`config.mk`:
```
export PLATFORM = sky130hd
export DESIGN_NAME = tasrg_div
export DESIGN_NICKNAME = d
export VERILOG_FILES = /design/src/rtl/tasrg_pkg.sv /design/src/rtl/tasrg_div.sv
export SDC_FILE = /design/constraint.sdc
export NUM_CORES = 1
export LEC_CHECK = 0
export ABC_AREA = 1
export ABC_CLOCK_PERIOD_IN_PS = 2650
export BUFFER_PORTS_ARGS = -buffer_cell sky130_fd_sc_hd__buf_2
export CAP_MARGIN = 20
export CELL_PAD_IN_SITES_DETAIL_PLACEMENT = 0
export CELL_PAD_IN_SITES_GLOBAL_PLACEMENT = 1
export CORE_MARGIN = 1
export CORE_UTILIZATION = 30
export DETAILED_ROUTE_END_ITERATION = 10
export PLACE_DENSITY = 0.64
export SYNTH_ARGS = -nofsm -noshare
export SYNTH_HDL_FRONTEND = slang
export SYNTH_SLANG_ARGS = --single-unit
```
`constraint.sdc`:
```
create_clock -name clk -period 2.65 [get_ports clk]
set_clock_uncertainty 0.1 [all_clocks]
set_input_delay 0.53 -clock clk [delete_from_list [all_inputs] [get_ports clk]]
set_output_delay 0.53 -clock clk [all_outputs]
set_load 0.01 [all_outputs]
```
`src/rtl/tasrg_pkg.sv`:
```
// Package for the three-axis stepper ramp generator.
// Holds widths, item kinds, register indexes and shared structs; no dependencies.
package tasrg_pkg;
	localparam int AXES_DEF = 3;
	localparam logic [1:0] KIND_TICK = 2'd0;
	localparam logic [1:0] KIND_MOVE = 2'd1;
	localparam logic [1:0] KIND_STOP = 2'd2;
	localparam logic REG_START = 1'b0;
	localparam logic REG_DEC = 1'b1;
	localparam logic [31:0] TOL_US = 32'd50;
	localparam logic [32:0] READY_MARGIN = 33'd20;
	localparam logic [31:0] NO_PERIOD = 32'hFFFFFFFF;

	typedef struct packed {
		logic start;
		logic [63:0] num;
		logic [63:0] den;
	} div_req_t;

	typedef struct packed {
		logic done;
		logic [63:0] quo;
	} div_rsp_t;
endpackage

```
`src/rtl/tasrg_div.sv`:
```
// Radix-2 restoring divider for a 64-bit quotient, one quotient bit per cycle.
// Depends on tasrg_pkg for the request and response structs.
module tasrg_div (
	input  logic              clk,
	input  logic              arst_n,
	input  tasrg_pkg::div_req_t req,
	output tasrg_pkg::div_rsp_t rsp
);
	import tasrg_pkg::*;
	logic [63:0] rem_q, quo_q, den_q;
	logic [6:0] cnt_q;
	logic busy_q, done_q;
	logic [64:0] trial;

	assign trial = {rem_q, quo_q[63]} - {1'b0, den_q};
	assign rsp.done = done_q;
	assign rsp.quo = quo_q;

	always_ff @(posedge clk or negedge arst_n) begin
		if (!arst_n) begin
			busy_q <= 1'b0;
			done_q <= 1'b0;
			cnt_q <= '0;
		end else begin
			done_q <= 1'b0;
			if (req.start) begin
				busy_q <= 1'b1;
				cnt_q <= 7'd0;
			end else if (busy_q) begin
				cnt_q <= cnt_q + 7'd1;
				if (cnt_q == 7'd63) begin
					busy_q <= 1'b0;
					done_q <= 1'b1;
				end
			end
		end
	end

	always_ff @(posedge clk) begin
		if (req.start) begin
			rem_q <= '0;
			quo_q <= req.num;
			den_q <= req.den;
		end else if (busy_q) begin
			if (!trial[64]) begin
				rem_q <= trial[63:0];
				quo_q <= {quo_q[62:0], 1'b1};
			end else begin
				rem_q <= {rem_q[62:0], quo_q[63]};
				quo_q <= {quo_q[62:0], 1'b0};
			end
		end
	end
endmodule

```
* After elaboration in Yosys (flattened, before gate mapping)
Index checks and enable logic that the tools add are counted.
** Storage, ports and cells
- Register bits :: 201
- Logic and storage cells :: 22
- Output and inout port bits :: 65
** Cells by class
- Muxes and demuxes :: 12
- Add/sub/neg operators :: 2
- Reduce and logical (&&, ||, !) cells :: 1
- Equality and inequality tests :: 1
** Operator list (number)
- $mux W64 :: 3
- $sub A65 B64 Y65 :: 1
- $mux W7 :: 2
- $add A7 B1 Y7 const B :: 1
- $eq A7 B6 Y1 const B :: 1
- $mux W1 :: 7
- $reduce_bool A2 Y1 :: 1

* Logic depth before layout (Yosys ltp)
Gate-level depths: netlist of the first run.
- Depth after elaboration :: 4
- Mapped depth :: 21

* Worst setup path after synthesis of the first run
OpenSTA, ideal clock, no wires.
- Path kind :: in2reg
- Start :: input req[128] in the netlist's numbering
- End :: register quo_q[0], enable pin
- Path slack :: -0.125 ns
- Stages on the path :: 4
- Buffers on the path :: 2
- Data arrival time :: 2.257 ns
- Data required time :: 2.132 ns
- Cells stage by stage :: clkbuf_1 nor2_1 clkbuf_1 inv_1
** Between the ends
- Longest elaborated chain between the ends :: 1
** RTL lines
- start: declaration :: line tasrg_div.sv:6 : input tasrg_pkg::div_req_t req,
- $reduce_bool A2 Y1 (no source line)
- end signal: assignment :: line tasrg_div.sv:42 : quo_q <= req.num;
- end signal: assignment :: line tasrg_div.sv:47 : quo_q <= {quo_q[62:0], 1'b1};
- end signal: assignment :: line tasrg_div.sv:50 : quo_q <= {quo_q[62:0], 1'b0};
- end: declaration :: line tasrg_div.sv:10 : logic [63:0] rem_q, quo_q, den_q;
Every way passes these cells.
A chain may end at the register's enable or synchronous reset.

* Worst setup path in the final report of the first run
- Start :: register den_q[0]
- End :: register rem_q[56]
** Between the ends
- Longest elaborated chain between the ends :: 2
** RTL lines
- start: declaration :: line tasrg_div.sv:10
- start signal: assignment :: line tasrg_div.sv:43 : den_q <= req.den;
- $sub A65 B64 Y65 :: line tasrg_div.sv:15 : assign trial = {rem_q, quo_q[63]} - {1'b0, den_q};
- $mux W64 :: line tasrg_div.sv:45 : if (!trial[64]) begin
- end signal: assignment :: line tasrg_div.sv:46 : rem_q <= trial[63:0];
- end signal: assignment :: line tasrg_div.sv:49 : rem_q <= {rem_q[62:0], quo_q[63]};
- end: declaration :: line tasrg_div.sv:10
Every way passes these cells.

==> qor.csv, run 1 <==
stage,metric,value,unit
outcome,status,"complete, no violations",
detailed_routing,ant_nets,0,
pwr,p_int,5.96,mW
detailed_routing,vias_per_cell,4.34,
yosys,yosysTopAreaCell,nand2_1,
clocking,cts_buffers,25,
worst_setup_path,r2r_setup_slack,50,ps
worst_setup_path,required,3020,ps
worst_setup_path,worstPathMaxFanout,12,
cells_and_area,fin_cells,3238,
sta,finalCriticalPeriod,2600,ps
cells_and_area,register_area,5350,um^2
sta,setup_violations,0,
global_routing,grt_usage,18.6,%
cells_and_area,design_area,19000,um^2
cells_and_area,fillers,5248,
yosys,synth_seq_cells,201,
cells_and_area,multi_input_area,7850,um^2
yosys,yosys_warnings,0,
global_routing,grt_pass1_vias,13655,
run,drv_cap,0,
worst_setup_path,crit_buf_inv,2,
cells_and_area,synthToLayoutAreaGrowth,29.3,%
detailed_routing,finalWirelength,48700,um
global_routing,grt_pass1_wl,73500,um
yosys,synth_area_leaders,"nand2_1, edfxtp_1, inv_1",
pwr,total_power,8.12,mW
pwr,p_per_area,427,nW/um^2
die,core,48000,um^2
clocking,tritoncts,built,
place,placed_cell_area,17000,um^2
die,start_util,30.6,%
yosys,synth.most_common_cell,nand2_1,
global_routing,antenna_found_initial,1,
sta,setup_ws,48.8,ps
place,dpl_worst_slack,-44.6,ps
worst_setup_path,path_class,flop to flop,
pwr,switching_share,26.7,%
min_path,hp-class,primary input to flop,
sta,tightest_slew,748,ps
yosys,synthMuxAreaShare,0,%
detailed_routing,vias,14065,
worst_setup_path,path_cells,ha_4 -> fa_2 -> inv_2 -> nand2_1 -> nand2_1 -> nand3_2 -> nand2_2 -> nand2_2 -> nand2_2 -> nand2_2 -> nand2_4 -> nand2_4 -> nand2_4 -> nand2_4 -> nand2_8 -> clkbuf_16 -> nand2_1 -> nand3_1 -> nand2_1,
yosys,synth_edf_count,128,
die,rows,80,
worst_setup_path,critPathMaxStageDelay,410,ps
yosys,synth_compound_area_share,2.61,%
clocking,cts_max_path_buffers,3,
pwr,combPwrFrac,13.9,%
yosys,ys_seq_area_share,36.4,%
detailed_routing,drc,0,
die,die_h,223,um
pwr,peakVddDrop,0.000439,V
sta,rsz0062_at_grt,true,
yosys,synth_xor_area_share,1.85,%
detailed_routing,firstDrtPassIters,5,
place,io_buffers,195,
worst_setup_path,start_kind,flop,
worst_setup_path,cp-end-kind,flop,
clocking,cts_sinks,201,
yosys,syn_nets,2482,
place,place_hpwl,36800,um
die,die_area,49900,um^2
global_routing,overflow,0,
detailed_routing,drt_iter0_markers,822,
pwr,p_leak,10.6,nW
yosys,synth_top_area_share,26.5,%
min_path,hp-start,req[22],
worst_setup_path,cp.arrival,2970,ps
yosys,synthAdderAreaFrac,5.66,%
clocking,clk_pin_slew,60,ps
sta,max_freq,0.384,GHz
sta,hold_ws,39.7,ps
die,die_w,223,um
yosys,synth.avg_cell_area,6.44,um^2
clocking,cts_root_buf,clkbuf_16,
pwr,power.switching,2.17,mW
sta,finalHoldViolations,0,
die,ioPinCount,196,
yosys,synth_top_family_by_area,simple AND/OR/NAND/NOR gates,
global_routing,grt_max_degree,102,
yosys,ys_types,37,
yosys,yosys.area_share.simple,39.0,%
clocking,htreeDepth,1,
yosys,synthArstFlopShare,4.48,%
sta,slew_headroom,50.1,%
place,place_congestion,0.951,
worst_setup_path,crit_start,den_q[0],
sta,report.final.slew_viol_count,0,
worst_setup_path,rr_startpoint,den_q[0],
pwr,pwr-share-clk,41.6,%
yosys,ys.flop_type,edfxtp_1,
yosys,synth_cells,2285,
place,place_inst,3138,
cells_and_area,layout-drive-gt1-share,20.1,%
worst_setup_path,critPathSlowestCell,edfxtp_1,
yosys,syn_area,14700,um^2
sta,period_share,98.2,%
yosys,synth_commonest_cells,"nand2_1, inv_1, edfxtp_1",
worst_setup_path,critical_path.top_delay_family,simple AND/OR/NAND/NOR gates,
detailed_routing,avgRoutedWirePerCell,15.0,um
clocking,clock_latency,580,ps
pwr,p_seq_share,44.5,%
cells_and_area,nets,2801,
layout make-up:
| type | instances | share of cell area, % |
|---|---|---|
| Sequential cell | 201 | 28.1 |
| Antenna cell | 1 | 0.0132 |
| Tap cell | 615 | 4.05 |
| Clock inverter | 7 | 0.414 |
| Timing Repair Buffer | 334 | 12.5 |
| Multi-Input combinational cell | 1545 | 41.3 |
| Inverter | 497 | 9.83 |
| Clock buffer | 38 | 3.76 |
logic make-up after synthesis:
family	count (synthesis)
simple gates	1373
buf+inv	540
flops	201
compound gates	74
fa+ha+maj	66
xor+xnor	31
sequential cells by signal, indices dropped and copies added, names as in the netlist:
register / flops
busy_q: 1
cnt_q: 7
den_q: 64
done_q: 1
quo_q: 64
rem_q: 64
timing repair:
item | 4_1_cts | 5_1_grt
gates cloned | 0 | 11
buffers inserted | 0 | 4
hold buffers | 39 | 0
gates resized for setup | 4 | 125
pin swaps | 0 | 39
endpoints found under the setup margin | 26 | 65
endpoints found under the hold margin | 47 | 0
per-layer routing:
layer  vias up  wire length [um]  track usage [%]
met1      6233             23200             24.8
li1       7461                 -                -
met5         -                 0                0
met2       319             21800             31.0
met4         0               983             3.80
met3        52              2750             3.89
power groups by stage:
stage	Clock [mW]	Sequential, mW	Combinational, mW
6_report	3.38	3.61	1.13
5_1_grt	3.63	3.63	1.27
4_1_cts	3.52	3.61	1.08
3_5_place_dp	0	3.67	1.03
3_3_place_gp	0	3.67	1.04
2_1_floorplan	0	3.70	0.532
metrics by stage:
| step | utilization, % | TNS [ps] |
|---|---|---|
| 3_5_place_dp | 35.3 | -698 |
| 4_1_cts | 37.8 | -2.73 |
| 2_1_floorplan | - | 0 |
| 5_1_grt | 39.6 | -5700 |
| 6_report | 39.6 | 0 |
| 3_3_place_gp | 35.3 | 0 |
worst paths after layout:
kind	endpoint	cells after the start
max reg2reg	rem_q[56]	19
max	rem_q[56]	19
min in group asynchronous	cnt_q[4]	2
max in group asynchronous	done_q	2
min reg2reg	done_q	1
min	den_q[22]	1
cell usage in the layout, fill, tap and decap left out, types with 10 or more instances in the layout:
cell,instances
a21oi_1,47
edfxtp_1,128
ha_4,18
dlygate4sd3_1,39
nand3_1,93
nor2_1,95
inv_2,15
buf_4,81
clkbuf_16,33
nand2_2,69
nand2_4,17
nor2_2,10
dfxtp_1,64
ha_1,45
buf_2,194
nand3_2,38
nand2_1,999
inv_1,480
nor3_1,14
xnor2_1,25
o21ai_0,11
(Power assumes the default switching activity.)
==> inputs of run 2 (changes only) <==
--- a/config.mk
+++ b/config.mk
@@ -5,16 +5,16 @@
 export SDC_FILE = /design/constraint.sdc
 export NUM_CORES = 1
 export LEC_CHECK = 0
-export ABC_AREA = 1
 export ABC_CLOCK_PERIOD_IN_PS = 2650
 export BUFFER_PORTS_ARGS = -buffer_cell sky130_fd_sc_hd__buf_2
 export CAP_MARGIN = 20
 export CELL_PAD_IN_SITES_DETAIL_PLACEMENT = 0
 export CELL_PAD_IN_SITES_GLOBAL_PLACEMENT = 1
-export CORE_MARGIN = 1
+export CORE_MARGIN = 2
 export CORE_UTILIZATION = 30
 export DETAILED_ROUTE_END_ITERATION = 10
-export PLACE_DENSITY = 0.64
+export PLACE_DENSITY = 0.61
+export REMOVE_ABC_BUFFERS = 1
 export SYNTH_ARGS = -nofsm -noshare
 export SYNTH_HDL_FRONTEND = slang
 export SYNTH_SLANG_ARGS = --single-unit
==> run 2 against run 1 <==
  * The flow now finishes with violations (negative setup slack)
  * Hold slack worse by 6.5 ps
  * Clock-buffer cell count decreased by 1
  * Synthesized area fell by 20%
  * Clock power rose by 10%
  * Global-route usage down 1.3 points
  * Synthesized cell count shrank 47%
==> qor.csv, run 2 <==
stage,metric,value,unit
outcome,status,finished with violations,
outcome,violations,negative setup slack,
sta,setup_violations,65,
detailed_routing,drt_iter0_markers,460,
place,place_congestion,0.867,
sta,max_freq,0.309,GHz
yosys,syn_area,11800,um^2
pwr,total_power,8.61,mW
yosys,synth_top_area_share,32.7,%
yosys,synth_edf_count,128,
pwr,pwr-share-clk,43.4,%
cells_and_area,final_cell_mix,"buf_4, buf_2, edfxtp_1",
clocking,cts_root_buf,clkbuf_16,
die,rows,72,
cells_and_area,final_common_cell,buf_4,
global_routing,overflow,0,
die,die_w,202,um
die,core,38600,um^2
detailed_routing,finalWirelength,36900,um
sta,setup_ws,-590,ps
sta,tightest_slew,607,ps
cells_and_area,synthToLayoutAreaGrowth,56.1,%
yosys,synth_area_leaders,"edfxtp_1, dfxtp_1, ha_1",
worst_setup_path,cp-end-kind,flop,
worst_setup_path,crit_start,den_q[1],
cells_and_area,nets,1931,
place,place_hpwl,26200,um
clocking,clk_pin_slew,60,ps
pwr,combPwrFrac,14.4,%
yosys,synth.most_common_cell,nand2_1,
sta,period_share,122,%
sta,finalCriticalPeriod,3240,ps
detailed_routing,firstDrtPassIters,6,
detailed_routing,ant_nets,0,
yosys,yosysTopAreaCell,edfxtp_1,
yosys,synth_cells,1212,
yosys,ys.flop_type,edfxtp_1,
pwr,p_leak,8.26,nW
die,die_h,202,um
worst_setup_path,start_kind,flop,
place,dpl_worst_slack,-845,ps
die,die_area,40800,um^2
min_path,hp-start,req[19],
global_routing,grt_max_degree,65,
worst_setup_path,path_class,flop to flop,
sta,slew_headroom,59.5,%
yosys,ys_types,73,
yosys,synth.avg_cell_area,9.70,um^2
die,ioPinCount,196,
cells_and_area,layout-drive-gt1-share,49.3,%
cells_and_area,top_regs,"den_q (64), quo_q (64), rem_q (64)",
pwr,power.switching,2.24,mW
global_routing,grt_usage,17.3,%
worst_setup_path,cp.arrival,3590,ps
pwr,p_seq_share,42.3,%
sta,rsz0062_at_grt,true,
detailed_routing,vias_per_cell,4.79,
yosys,yosys_warnings,0,
pwr,p_int,6.37,mW
yosys,synth_commonest_cells,"nand2_1, edfxtp_1, nor2_1",
global_routing,antenna_found_initial,1,
worst_setup_path,required,3000,ps
clocking,cts_max_path_buffers,3,
die,start_util,30.4,%
yosys,synthArstFlopShare,4.48,%
pwr,peakVddDrop,0.000576,V
place,placed_cell_area,15600,um^2
detailed_routing,drc,0,
yosys,synth_seq_cells,201,
place,io_buffers,195,
sta,finalHoldViolations,0,
sta,report.final.slew_viol_count,0,
pwr,p_per_area,469,nW/um^2
clocking,tritoncts,built,
global_routing,grt_pass1_wl,57500,um
cells_and_area,design_area,18400,um^2
worst_setup_path,worstPathMaxFanout,4,
global_routing,grt_pass1_vias,11223,
min_path,hp-class,primary input to flop,
clocking,clock_latency,570,ps
cells_and_area,antenna_cells,0,
run,drv_cap,0,
yosys,ys_seq_area_share,45.5,%
pwr,switching_share,26.0,%
clocking,htreeDepth,1,
clocking,cts_sinks,201,
detailed_routing,avgRoutedWirePerCell,16.2,um
clocking,cts_buffers,27,
worst_setup_path,rr_startpoint,den_q[1],
detailed_routing,vias,10880,
-- run 2: cell types whose count changed after synthesis, moves of 41 or more --
cell | before | now
nand2_1 | 1040 | 152
a21oi_1 | 51 | 92
inv_1 | 487 | 81
mux2_2 | 0 | 63
nand3_1 | 102 | 15
nand2_2 | 47 | 0
a311oi_1 | 0 | 41
-- run 2: cell type report --
type / count / area [um^2]
flip-flops and latches: 201 / 5350
clock buffers: 37 / 797
inverters: 82 / 308
well taps: 518 / 648
fillers: 3719 / 20300
multi-input cells: 869 / 7090
clock inverters: 13 / 115
repair buffers: 553 / 4040
-- run 2: final timing paths --
kind                       slack [ps]  cells after the start   endpoint
hold / removal                     30                      1  den_q[19]
hold reg to reg                   400                      2  rem_q[44]
setup / recovery                 -590                     12  rem_q[61]
max in group asynchronous        2000                      2     busy_q
setup reg to reg                 -590                     12  rem_q[61]
min in group asynchronous         250                      2   cnt_q[1]
-- run 2: cells by family (layout without fill, tap and decap cells) --
| logic type | Yosys count | in the layout | synth area share (%) |
|---|---|---|---|
| flip-flops | 201 | 201 | 45.5 |
| XOR/XNOR | 59 | 59 | 4.40 |
| AND/OR/NAND/NOR | 357 | 358 | 13.6 |
| multiplexers | 66 | 66 | 6.29 |
| adder cells (fa/ha/maj) | 66 | 66 | 7.09 |
| buffers and inverters | 143 | 685 | 4.78 |
| AO/OA/AOI/OAI | 320 | 320 | 18.3 |
-- run 2: power by group through the flow --
stage          clock network, mW  registers (mW)  logic (mW)
2_1_floorplan                  0            3.73       0.464
6_report                    3.73            3.64        1.24
3_5_place_dp                   0            3.70        1.12
3_3_place_gp                   0            3.70        1.11
5_1_grt                     3.96            3.66        1.35
4_1_cts                     3.86            3.64        1.18
-- run 2: per-layer routing --
metal  up-vias  GRT usage [%]  wire, um
li1       5476              -         -
met1      5117           21.5     16200
met2       232           30.2     17900
met3        55           4.21      2000
met4         0           4.15       827
met5         -              0         0
-- run 2: critical path, stage by stage, from the launching register on --
cell	delay (ps)
edfxtp_1	340
inv_1	40
ha_1	260
nor2b_4	170
o2111ai_4	140
a211oi_4	320
o211ai_1	190
a211oi_4	370
a31oi_4	140
o31a_1	390
nor3_4	240
a2111oi_4	100
or3_1	310
-- run 2: per-stage QoR --
step           TNS (ps)  hold slack (ps)  std cells  utilization (%)
2_1_floorplan   -205900              134       1151                -
3_3_place_gp     -44020              290       2187             40.4
3_5_place_dp     -48350              292       2187             40.4
4_1_cts          -29750            0.161       2252             44.5
5_1_grt          -40420             4.46       2273             47.5
6_report         -31440             33.2       2273             47.5
-- run 2: what timing repair did --
item / in CTS / in global routing
resized for setup: 101 / 214
pin swaps: 46 / 113
cloned: 2 / 7
endpoints found under the hold margin: 12 / 0
setup buffers: 11 / 16
endpoints found under the setup margin: 65 / 65
hold buffers: 4 / 0
