<file path="src/rtl/tasrg_pkg.sv">
// Package for the three-axis stepper ramp generator.
// Holds widths, item kinds, register indexes and shared structs; no dependencies.
package tasrg_pkg;
	localparam int AXES_DEF = 3;
	localparam logic [1:0] KIND_TICK = 2'd0;
	localparam logic [1:0] KIND_MOVE = 2'd1;
	localparam logic [1:0] KIND_STOP = 2'd2;
	localparam logic REG_START = 1'b0;
	localparam logic REG_DEC = 1'b1;
	localparam logic [31:0] TOL_US = 32'd50;
	localparam logic [32:0] READY_MARGIN = 33'd20;
	localparam logic [31:0] NO_PERIOD = 32'hFFFFFFFF;

	typedef struct packed {
		logic start;
		logic [63:0] num;
		logic [63:0] den;
	} div_req_t;

	typedef struct packed {
		logic done;
		logic [63:0] quo;
	} div_rsp_t;
endpackage

</file>
<file path="src/rtl/tasrg_lane.sv">
// One axis lane: step decision and next step time on service ticks.
// Depends on tasrg_pkg; loaded and ramped by the top-level sequencer.
module tasrg_lane (
	input  logic        tick,
	input  logic [31:0] time_now,
	input  logic [31:0] period,
	input  logic [31:0] last_time,
	output logic        fire,
	output logic [31:0] next_last
);
	import tasrg_pkg::*;
	logic [31:0] elapsed;
	assign elapsed = time_now - last_time + TOL_US;
	assign fire = tick && (period != 32'd0) && (elapsed >= period);
	assign next_last = last_time + period;
endmodule

</file>
<file path="config.mk">
export PLATFORM = sky130hd
export DESIGN_NAME = tasrg_lane
export DESIGN_NICKNAME = d
export VERILOG_FILES = /design/src/rtl/tasrg_pkg.sv /design/src/rtl/tasrg_lane.sv
export SDC_FILE = /design/constraint.sdc
export NUM_CORES = 1
export LEC_CHECK = 0
export BUFFER_PORTS_ARGS = -buffer_cell sky130_fd_sc_hd__buf_2
export CAP_MARGIN = 5
export CORE_AREA = 2 2 89 177
export DETAILED_ROUTE_END_ITERATION = 10
export DIE_AREA = 0 0 91 179
export PLACE_DENSITY_LB_ADDON = 0.12
export SLEW_MARGIN = 15
export SYNTH_ARGS = -nofsm -noshare
export SYNTH_HDL_FRONTEND = slang
export SYNTH_SLANG_ARGS = --single-unit
export TNS_END_PERCENT = 20
</file>
<file path="constraint.sdc">
create_clock -name vclk -period 6.8
set_input_delay 0.68 -clock vclk [all_inputs]
set_output_delay 0.68 -clock vclk [all_outputs]
set_load 0.03 [all_outputs]
</file>
# Word level (Yosys, flattened, before mapping)
# Cells that the tools add are included.
[totals]
register_bits = 0
word_cells = 7
[op_classes]
n_addsub = 3
magnitude_cmp = 1
reduce_logical = 3
[ops]
columns = ["operator", "n"]
rows = [
  ["adder 32 bit", 1],
  ["adder 32 x 6 -> 32 bit (second input constant)", 1],
  [">= comparator 32 bit", 1],
  ["nonzero test 32 bit", 1],
  ["subtractor 32 bit", 1],
  ["logical AND 1 bit", 2],
]

# Logic depth before layout (Yosys ltp)
# Gate-level depths: netlist of the first run.
[logic_depth]
depth_word = 4
mapped_depth = 21

# Worst setup path after synthesis of the first run
# No wires, ideal clock.
[synth_timing]
path_kind = "in2out"
start = "in time_now[1]"
end = "out fire"
arrival_ps = 4230
required_time_ps = 6120
path_slack_ps = 1890
stages = 21
path_buffers = 0
path_cell_list = "inv_1 ha_1 inv_1 ha_1 inv_1 fa_1 nand2b_1 a21o_1 a21o_1 a31oi_1 a21o_1 a21o_1 xor2_1 ha_1 nand4_1 nor2_1 nand2_1 o22ai_1 nor4bb_1 a211o_1 a21oi_1"
[synth_via]
elab_chain_len = 4
[synth_rtl]
columns = ["item", "line_no", "rtl"]
rows = [
  ["from (decl)", "tasrg_lane.sv:5", "input logic [31:0] time_now,"],
  ["subtractor 32 bit", "tasrg_lane.sv:13", "assign elapsed = time_now - last_time + TOL_US;"],
  ["adder 32 x 6 -> 32 bit", "tasrg_lane.sv:13", ""],
  [">= comparator 32 bit", "tasrg_lane.sv:14", "assign fire = tick && (period != 32'd0) && (elapsed >= period);"],
  ["logical AND 1 bit", "tasrg_lane.sv:14", ""],
  ["to (decl)", "tasrg_lane.sv:8", "output logic fire,"],
]
# Every way passes these cells.

# Final worst setup path of the first run
[layout_timing]
start = "in last_time[1]"
end = "out fire"
[layout_via]
elab_chain_len = 4
[layout_rtl]
columns = ["item", "line_no", "rtl"]
rows = [
  ["from (decl)", "tasrg_lane.sv:7", "input logic [31:0] last_time,"],
  ["subtractor 32 bit", "tasrg_lane.sv:13", ""],
  ["adder 32 x 6 -> 32 bit", "tasrg_lane.sv:13", ""],
  [">= comparator 32 bit", "tasrg_lane.sv:14", ""],
  ["logical AND 1 bit", "tasrg_lane.sv:14", ""],
]
# Every way passes these cells.

==> results of run 1 <==
-- metal layers --
layer	GRT usage, %	share of wire (%)
met1	21.92	44
met2	33.18	52
met4	1.831	1.2
met5	0	0
met3	0.6726	2.9
-- Yosys cell counts (5+ instances only) --
cell / count
xor2_1: 25
xnor2_1: 35
o21ai_0: 35
nor4_1: 8
o211ai_1: 9
nand4_1: 14
nand3_1: 12
and2_1: 5
nand2b_1: 7
nor2b_1: 10
nor2_1: 24
o21a_1: 12
a31oi_1: 11
a21oi_1: 63
nand2_1: 47
nor3_1: 7
ha_1: 124
inv_1: 80
a21o_1: 29
-- report_power, final --
group          switching [µW]  total [µW]  internal, µW
sequential                  0           0             0
clock                       0   0.0000591     0.0000591
combinational             423         703           280
-- per-stage QoR --
| stage | instances | instance area, µm² | setup slack [ns] | util [%] |
|---|---|---|---|---|
| after global placement | 945 | 5440 | 1.530 | 36.14 |
| after global routing | 948 | 5448 | 1.219 | 36.19 |
| after floorplan | 621 | 4557 | 1.890 | - |
| after detailed placement | 945 | 5440 | 1.507 | 36.14 |
| after CTS | 945 | 5440 | 1.499 | 36.14 |
| final | 948 | 5448 | 1.530 | 36.19 |
-- cell families after synthesis --
family                   share of synthesized area (%)
AO/OA/AOI/OAI                                    29.24
XOR/XNOR                                         11.53
adder cells (fa/ha/maj)                          34.93
buffers and inverters                            6.919
multiplexers                                    0.2197
AND/OR/NAND/NOR                                  17.16
-- how the worst max path moves through the flow --
stage	endpoint	slack (ns)	depth (start not counted)
2_1_floorplan	fire	1.89	21
3_3_place_gp	fire	1.53	22
3_5_place_dp	fire	1.51	22
4_1_cts	fire	1.50	22
5_1_grt	fire	1.22	22
6_report	fire	1.53	22
-- worst max-delay path: cells and delay by family --
kind / cells / cell delay, ns
AOI/OAI and AO/OA: 8 / 1.68
xor gates and xnor gates: 1 / 0.07
adders and majority gates: 4 / 1.10
buffers and inverters: 4 / 0.46
and+or+nand+nor: 5 / 0.60
-- layout make-up --
cell class	instances	area [µm²]	share of cell area, %
Tap cell	198	247.7	4.548
Inverter	80	300.3	5.512
Antenna cell	3	7.507	0.1378
Multi-Input combinational cell	537	4242	77.86
Timing Repair Buffer	130	650.6	11.94
==> qor.txt, run 1 <==
Tot GR Track Use -> 17.31%
Syn_nets -> 844
Least-Margin Pin Slew -> 0.5923 ns
Post-Route WL -> 14650 µm
Worst Hold Slack -> 1.741 ns
Starting Density -> 30.27%
I/O pins -> 130
Fin. max-slew vios -> 0
IO Port Bufs -> 130
Hold depth -> 3
Post-synthesis sequential area ratio -> 0%
CP arrival -> 4.59 ns
Die H -> 179 µm
Initial detailed-routing violation count -> 134
Post-CTS Resized -> 0
Hold/Removal Path Class -> in2out
Num sequential -> 0
Endpoint class of the critical path -> output pin
PD cells -> 129.1 nW/µm²
Post-CTS setup buffer count -> 0
Sum Neg Setup Slack -> 0 ns
Placeable Area -> 15050 µm²
Grt ovf -> 0
Hold Path Origin -> last_time[0]
RSZ-0062 raised after global routing -> false
P_leak -> 0.002937 µW
Vias post-DR -> 4744
Slowest-stage cell, CP -> fa_1
Synthesis-to-finish area growth -> 19.55%
Synth area leader -> ha_1
Largest fanout on the critical path -> 4
Most used cell, CP -> a21o_1
Largest net degree at the start of global routing -> 9
Post-Syn Area -> 4557 µm²
CP max stage delay -> 0.39 ns
Drt first pass iters -> 4
Full die area -> 16290 µm²
Commonest non-fill, non-tap cells in the layout -> 130 x buf_2, 124 x ha_1, 80 x inv_1
Synth Warn # -> 0
Fin crit period -> 5.270 ns
Run status -> completed
Yosys cell types -> 62
Antenna Violating Nets Remaining -> 0
Most common cell after layout, fill and taps aside -> buf_2
Initial antenna violation count -> 2
FF/Latch Area -> 0 µm²
CTS Hold Buffers Added -> 0
CP required -> 6.12 ns
Mean number of vias per cell -> 5.004
CLK BUF -> 0
Overall Power -> 703.1 µW
Synth top area cells -> ha_1 34%, a21oi_1 6.9%, xnor2_1 6.7%
Nets -> 972
First-pass GRT wire length -> 23040 µm
Gate Count Post-Synth -> 621
Slew HR -> 60.51%
Final hold vios -> 0
Die X -> 91 µm
CP Cell Sequence -> buf_2 -> ha_1 -> inv_1 -> ha_1 -> inv_1 -> fa_1 -> nand2b_1 -> a21o_1 -> a21o_1 -> a31oi_1 -> a21o_1 -> a21o_1 -> xor2_1 -> ha_1 -> nand4_1 -> nor2_1 -> nand2_1 -> o22ai_1 -> nor4bb_1 -> a211o_1 -> a21oi_1 -> buf_2
Wire per inst -> 15.45 µm
CP Class -> in2out
Post-DP HPWL -> 13350 µm
Layout cells sized above 1 -> 19.81%
Final period utilization -> 77.50%
Worst Setup SP -> last_time[1]
Mean Syn Cell Area -> 7.338 µm²
Row count -> 64
Hold Path End -> next_last[0]
Achievable Freq -> 0.1898 GHz
Synth top area share -> 34.05%
Vias in the first global route -> 4735
Peak supply drop -> 36.25 µV
Type of origin of the critical path -> primary input
Max cap viols -> 0
Final setup violation count -> 0
RD Place Congestion -> 0.8690
Filler Cell Count -> 1750
DRC -> 0
(Power assumes the default switching activity.)
==> inputs of run 2 (changes only) <==
==> constraint.sdc (replaced) <==
create_clock -name vclk -period 5.5
set_input_delay 0.55 -clock vclk [all_inputs]
set_output_delay 0.55 -clock vclk [all_outputs]
set_load 0.03 [all_outputs]
==> run 2 against run 1 <==
Effect of this change: setup slack worse by 1.1 ns; largest cell class unchanged; clock-buffer cell count stayed put; flip-flop and latch count stayed put; global-route usage is 0.14 points higher; first-iteration DRC count is 3.0% lower; via count is 0.72% higher; highest routed layer unchanged.
==> qor.txt, run 2 (same netlist as run 1, synthesis figures left out) <==
CP Class -> in2out
Fin. max-slew vios -> 0 (unchanged)
Sequential power share -> 0% (unchanged)
Mean number of vias per cell -> 5.045 (+0.82%)
Hold/Removal Path Class -> in2out
CLK BUF -> 0 (unchanged)
Run status -> completed
Least-Margin Pin Slew -> 0.5518 ns (-0.04047 ns)
Die H -> 179 µm (unchanged)
Type of origin of the critical path -> primary input
Full die area -> 16290 µm² (unchanged)
CTS Hold Buffers Added -> 0 (unchanged)
Largest fanout on the critical path -> 4 (unchanged)
Internal power -> 345.7 µW (+23%)
Slew HR -> 63.21% (+2.7 points)
I/O pins -> 130 (unchanged)
Filler Cell Count -> 1749 (-0.057%)
Hold Path Origin -> last_time[0]
Tot GR Track Use -> 17.44% (+0.14 points)
Clk pwr share -> 0% (unchanged)
IO Port Bufs -> 130 (unchanged)
Synthesis-to-finish area growth -> 19.49% (about the same)
Vias post-DR -> 4778 (+0.72%)
CP required -> 4.95 ns (-1.17 ns)
Num sequential -> 0 (unchanged)
Commonest non-fill, non-tap cells in the layout -> 130 x buf_2, 124 x ha_1, 80 x inv_1
Final period utilization -> 92.08%
Drt first pass iters -> 4 (unchanged)
Final setup violation count -> 0 (unchanged)
Peak supply drop -> 42.60 µV (+18%)
Initial antenna violation count -> 2 (unchanged)
Inst Count DP -> 945 (unchanged)
Hold depth -> 3 (unchanged)
Endpoint class of the critical path -> output pin
Post-CTS Resized -> 0 (unchanged)
PD cells -> 159.3 nW/µm² (+23%)
Most common cell after layout, fill and taps aside -> buf_2
Post-CTS setup buffer count -> 0 (unchanged)
CP arrival -> 4.51 ns (-0.08 ns)
Hold Path End -> next_last[0]
Largest net degree at the start of global routing -> 9 (unchanged)
P_leak -> 0.002937 µW (about the same)
FF/Latch Area -> 0 µm² (unchanged)
Post-Route WL -> 14570 µm (-0.56%)
Post-DP HPWL -> 13320 µm (-0.25%)
Placeable Area -> 15050 µm² (unchanged)
Non-filler cells, final -> 947 (-0.11%)
Achievable Freq -> 0.1975 GHz
Row count -> 64 (unchanged)
RD Place Congestion -> 0.8621 (-0.79%)
DRC -> 0 (unchanged)
Wire per inst -> 15.38 µm (-0.45%)
Antenna Violating Nets Remaining -> 0 (unchanged)
Starting Density -> 30.27% (unchanged)
Fin crit period -> 5.064 ns
Grt ovf -> 0 (unchanged)
Die X -> 91 µm (unchanged)
Switching power -> 521.7 µW (+23%)
Nets -> 972 (unchanged)
Net Sw Frac -> 60.14% (about the same)
Sum Neg Setup Slack -> 0 ns (unchanged)
Combinational share of power -> 100.0% (about the same)
Fin util -> 36.17% (about the same)
Max cap viols -> 0 (unchanged)
Vias in the first global route -> 4798 (+1.3%)
Final hold vios -> 0 (unchanged)
First-pass GRT wire length -> 23410 µm (+1.6%)
RSZ-0062 raised after global routing -> false
Layout cells sized above 1 -> 19.81% (unchanged)
Initial detailed-routing violation count -> 130 (-3.0%)
==> run 2: metrics by stage <==
stage	instance area (µm²)	power (µW)	hold WS (ns)	setup slack, ns
3_3_place_gp	5440	873.1	1.481	0.5305
2_1_floorplan	4557	637.8	1.279	0.8497
3_5_place_dp	5440	873.0	1.487	0.4101
6_report	5445	867.4	1.482	0.4355
4_1_cts	5440	876.9	1.487	0.3954
5_1_grt	5445	971.5	1.503	0.1435
==> run 2: cell type report <==
class,instances,area [µm²],area share (%)
diodes,2,5.005,0.09191
inverters,80,300.3,5.515
multi-input cells,537,4242,77.90
well taps,198,247.7,4.550
repair buffers,130,650.6,11.95
==> run 2: power by group through the flow <==
stage | clock network [µW] | registers [µW] | logic [µW]
after floorplan | 0 | 0 | 638
after global placement | 0 | 0 | 873
after detailed placement | 0 | 0 | 873
after CTS | 0 | 0 | 877
after global routing | 0.0000486 | 0 | 971
final | 0.0000486 | 0 | 867
==> run 2: routing by layer <==
layer / track usage [%] / up-vias / routed length, µm
met1: 22.11 / 2141 / 6460
met5: 0 / - / 0
met3: 0.6726 / 8 / 346
met2: 33.33 / 95 / 7554
met4: 2.020 / 0 / 207
li1: - / 2534 / -
==> run 2: critical path, stage by stage <==
cell and delay [ns]:
buf_2 0.12, ha_1 0.26, inv_1 0.06, ha_1 0.17, inv_1 0.06, fa_1 0.39
nand2b_1 0.18, a21o_1 0.22, a21o_1 0.18, a31oi_1 0.40, a21o_1 0.19, a21o_1 0.12
xor2_1 0.06, ha_1 0.29, nand4_1 0.12, nor2_1 0.14, nand2_1 0.08, o22ai_1 0.13
nor4bb_1 0.08, a211o_1 0.31, a21oi_1 0.18, buf_2 0.22
==> run 2: how the worst max path moves through the flow <==
stage | startpoint | end | slack, ns | cells past startpoint
after floorplan | time_now[1] | fire | 0.85 | 21
after global placement | last_time[1] | fire | 0.53 | 22
after detailed placement | last_time[1] | fire | 0.41 | 22
after CTS | last_time[1] | fire | 0.40 | 22
after global routing | time_now[1] | fire | 0.14 | 23
final | last_time[1] | fire | 0.44 | 22
==> inputs of run 3 (changes only) <==
==> constraint.sdc (replaced) <==
create_clock -name vclk -period 5.5
set_input_delay 0.55 -clock vclk [all_inputs]
set_output_delay 0.55 -clock vclk [all_outputs]
set_load 0.02 [all_outputs]
==> run 3 against run 2 <==
Effect of this change: hold slack got worse by 0.035 ns; fmax barely moved; critical endpoint unchanged; cell count rose by 0.21%; largest cell class unchanged; critical path depth did not move.
==> qor.txt, run 3 (same netlist as run 1, synthesis figures left out) <==
P_leak -> 0.002937 µW (about the same)
Mean number of vias per cell -> 5.072 (+0.52%)
Post-CTS Resized -> 0 (unchanged)
Least-Margin Pin Slew -> 0.6176 ns (+0.06574 ns)
Fin crit period -> 5.067 ns (+0.002770 ns)
Fin. max-slew vios -> 0 (unchanged)
CP arrival -> 4.52 ns (about the same)
Run status -> completed
Layout cells sized above 1 -> 19.81% (unchanged)
Largest fanout on the critical path -> 4 (unchanged)
Drt first pass iters -> 4 (unchanged)
Slew HR -> 58.83% (-4.4 points)
Filler Cell Count -> 1735 (-0.80%)
Num sequential -> 0 (unchanged)
Sum Neg Setup Slack -> 0 ns (unchanged)
Commonest non-fill, non-tap cells in the layout -> 130 x buf_2, 124 x ha_1, 80 x inv_1
Final period utilization -> 92.13% (about the same)
First-pass GRT wire length -> 23450 µm (+0.15%)
Peak supply drop -> 33.72 µV (-21%)
Wire per inst -> 15.68 µm (+2.0%)
CP required -> 4.95 ns (about the same)
Post-CTS setup buffer count -> 0 (unchanged)
DRC -> 0 (unchanged)
Type of origin of the critical path -> primary input
Initial antenna violation count -> 3 (+1)
RSZ-0062 raised after global routing -> false
Row count -> 64 (unchanged)
Placeable Area -> 15050 µm² (unchanged)
Vias post-DR -> 4813 (+0.73%)
Starting Density -> 30.27% (unchanged)
Antenna Violating Nets Remaining -> 0 (unchanged)
PD cells -> 152.3 nW/µm² (-4.4%)
I/O pins -> 130 (unchanged)
FF/Latch Area -> 0 µm² (unchanged)
Endpoint class of the critical path -> output pin
Final setup violation count -> 0 (unchanged)
Full die area -> 16290 µm² (unchanged)
IO Port Bufs -> 130 (unchanged)
Fin util -> 36.20% (about the same)
CLK BUF -> 0 (unchanged)
Synthesis-to-finish area growth -> 19.60% (about the same)
Most common cell after layout, fill and taps aside -> buf_2
Die H -> 179 µm (unchanged)
Hold/Removal Path Class -> in2out
Post-DP HPWL -> 13440 µm (+0.92%)
CP Class -> in2out
Vias in the first global route -> 4846 (+1.0%)
Final hold vios -> 0 (unchanged)
Nets -> 972 (unchanged)
Tot GR Track Use -> 17.58% (+0.13 points)
Initial detailed-routing violation count -> 160 (+23%)
Post-Route WL -> 14890 µm (+2.2%)
Largest net degree at the start of global routing -> 9 (unchanged)
RD Place Congestion -> 0.9131 (+5.9%)
Die X -> 91 µm (unchanged)
CTS Hold Buffers Added -> 0 (unchanged)
Achievable Freq -> 0.1973 GHz (about the same)
Grt ovf -> 0 (unchanged)
Max cap viols -> 0 (unchanged)
-- run 3: changes by cell type in the layout (fill, tap and decap cells not counted), sizes merged --
cell	previous run	this run
diode	2	4
-- run 3: critical path, stage by stage --
cell	delay, ns
buf_2	0.13
ha_1	0.27
inv_1	0.06
ha_1	0.18
inv_1	0.06
fa_1	0.39
nand2b_1	0.18
a21o_1	0.21
nand2_1	0.11
a31o_2	0.19
a21oi_1	0.10
o21ai_0	0.22
xor2_1	0.19
ha_1	0.27
a21o_1	0.18
a21o_1	0.17
a21oi_1	0.16
o22ai_1	0.10
nor4bb_1	0.36
a211o_1	0.19
a21oi_1	0.07
buf_2	0.17
-- run 3: worst paths after layout --
check | start | endpoint | slack [ns] | cells after the start
max | last_time[1] | fire | 0.43 | 22
min | last_time[0] | next_last[0] | 1.45 | 3
-- run 3: layer usage --
layer | GRT usage [%] | wire length (µm) | share of wire, % | up-vias
li1 | - | - | - | 2529
met1 | 22.48 | 6691 | 45 | 2187
met2 | 33.36 | 7705 | 52 | 91
met3 | 0.6305 | 356 | 2.4 | 6
met4 | 2.083 | 131 | 0.88 | 0
met5 | 0 | 0 | 0 | -
-- run 3: report_power, final --
| group | switching, µW | internal (µW) |
|---|---|---|
| clock | 0 | 0.0000975 |
| sequential | 0 | 0 |
| combinational | 484 | 346 |
-- run 3: cell type report --
type	instances	area (µm²)	share of cell area (%)
antenna	4	10.01	0.1837
inverter	80	300.3	5.510
multi-input combinational	537	4242	77.82
timing repair buffer	130	650.6	11.94
tap	198	247.7	4.545
-- run 3: stage by stage --
stage | total power (µW) | instances | hold slack (ns) | setup slack [ns] | instance area, µm²
final | 829.9 | 949 | 1.447 | 0.4328 | 5450
after floorplan | 596.3 | 621 | 1.247 | 0.9902 | 4557
after global placement | 831.5 | 945 | 1.447 | 0.5038 | 5440
after global routing | 931.6 | 949 | 1.459 | 0.1449 | 5450
after detailed placement | 830.7 | 945 | 1.444 | 0.4611 | 5440
after CTS | 834.9 | 945 | 1.446 | 0.4224 | 5440
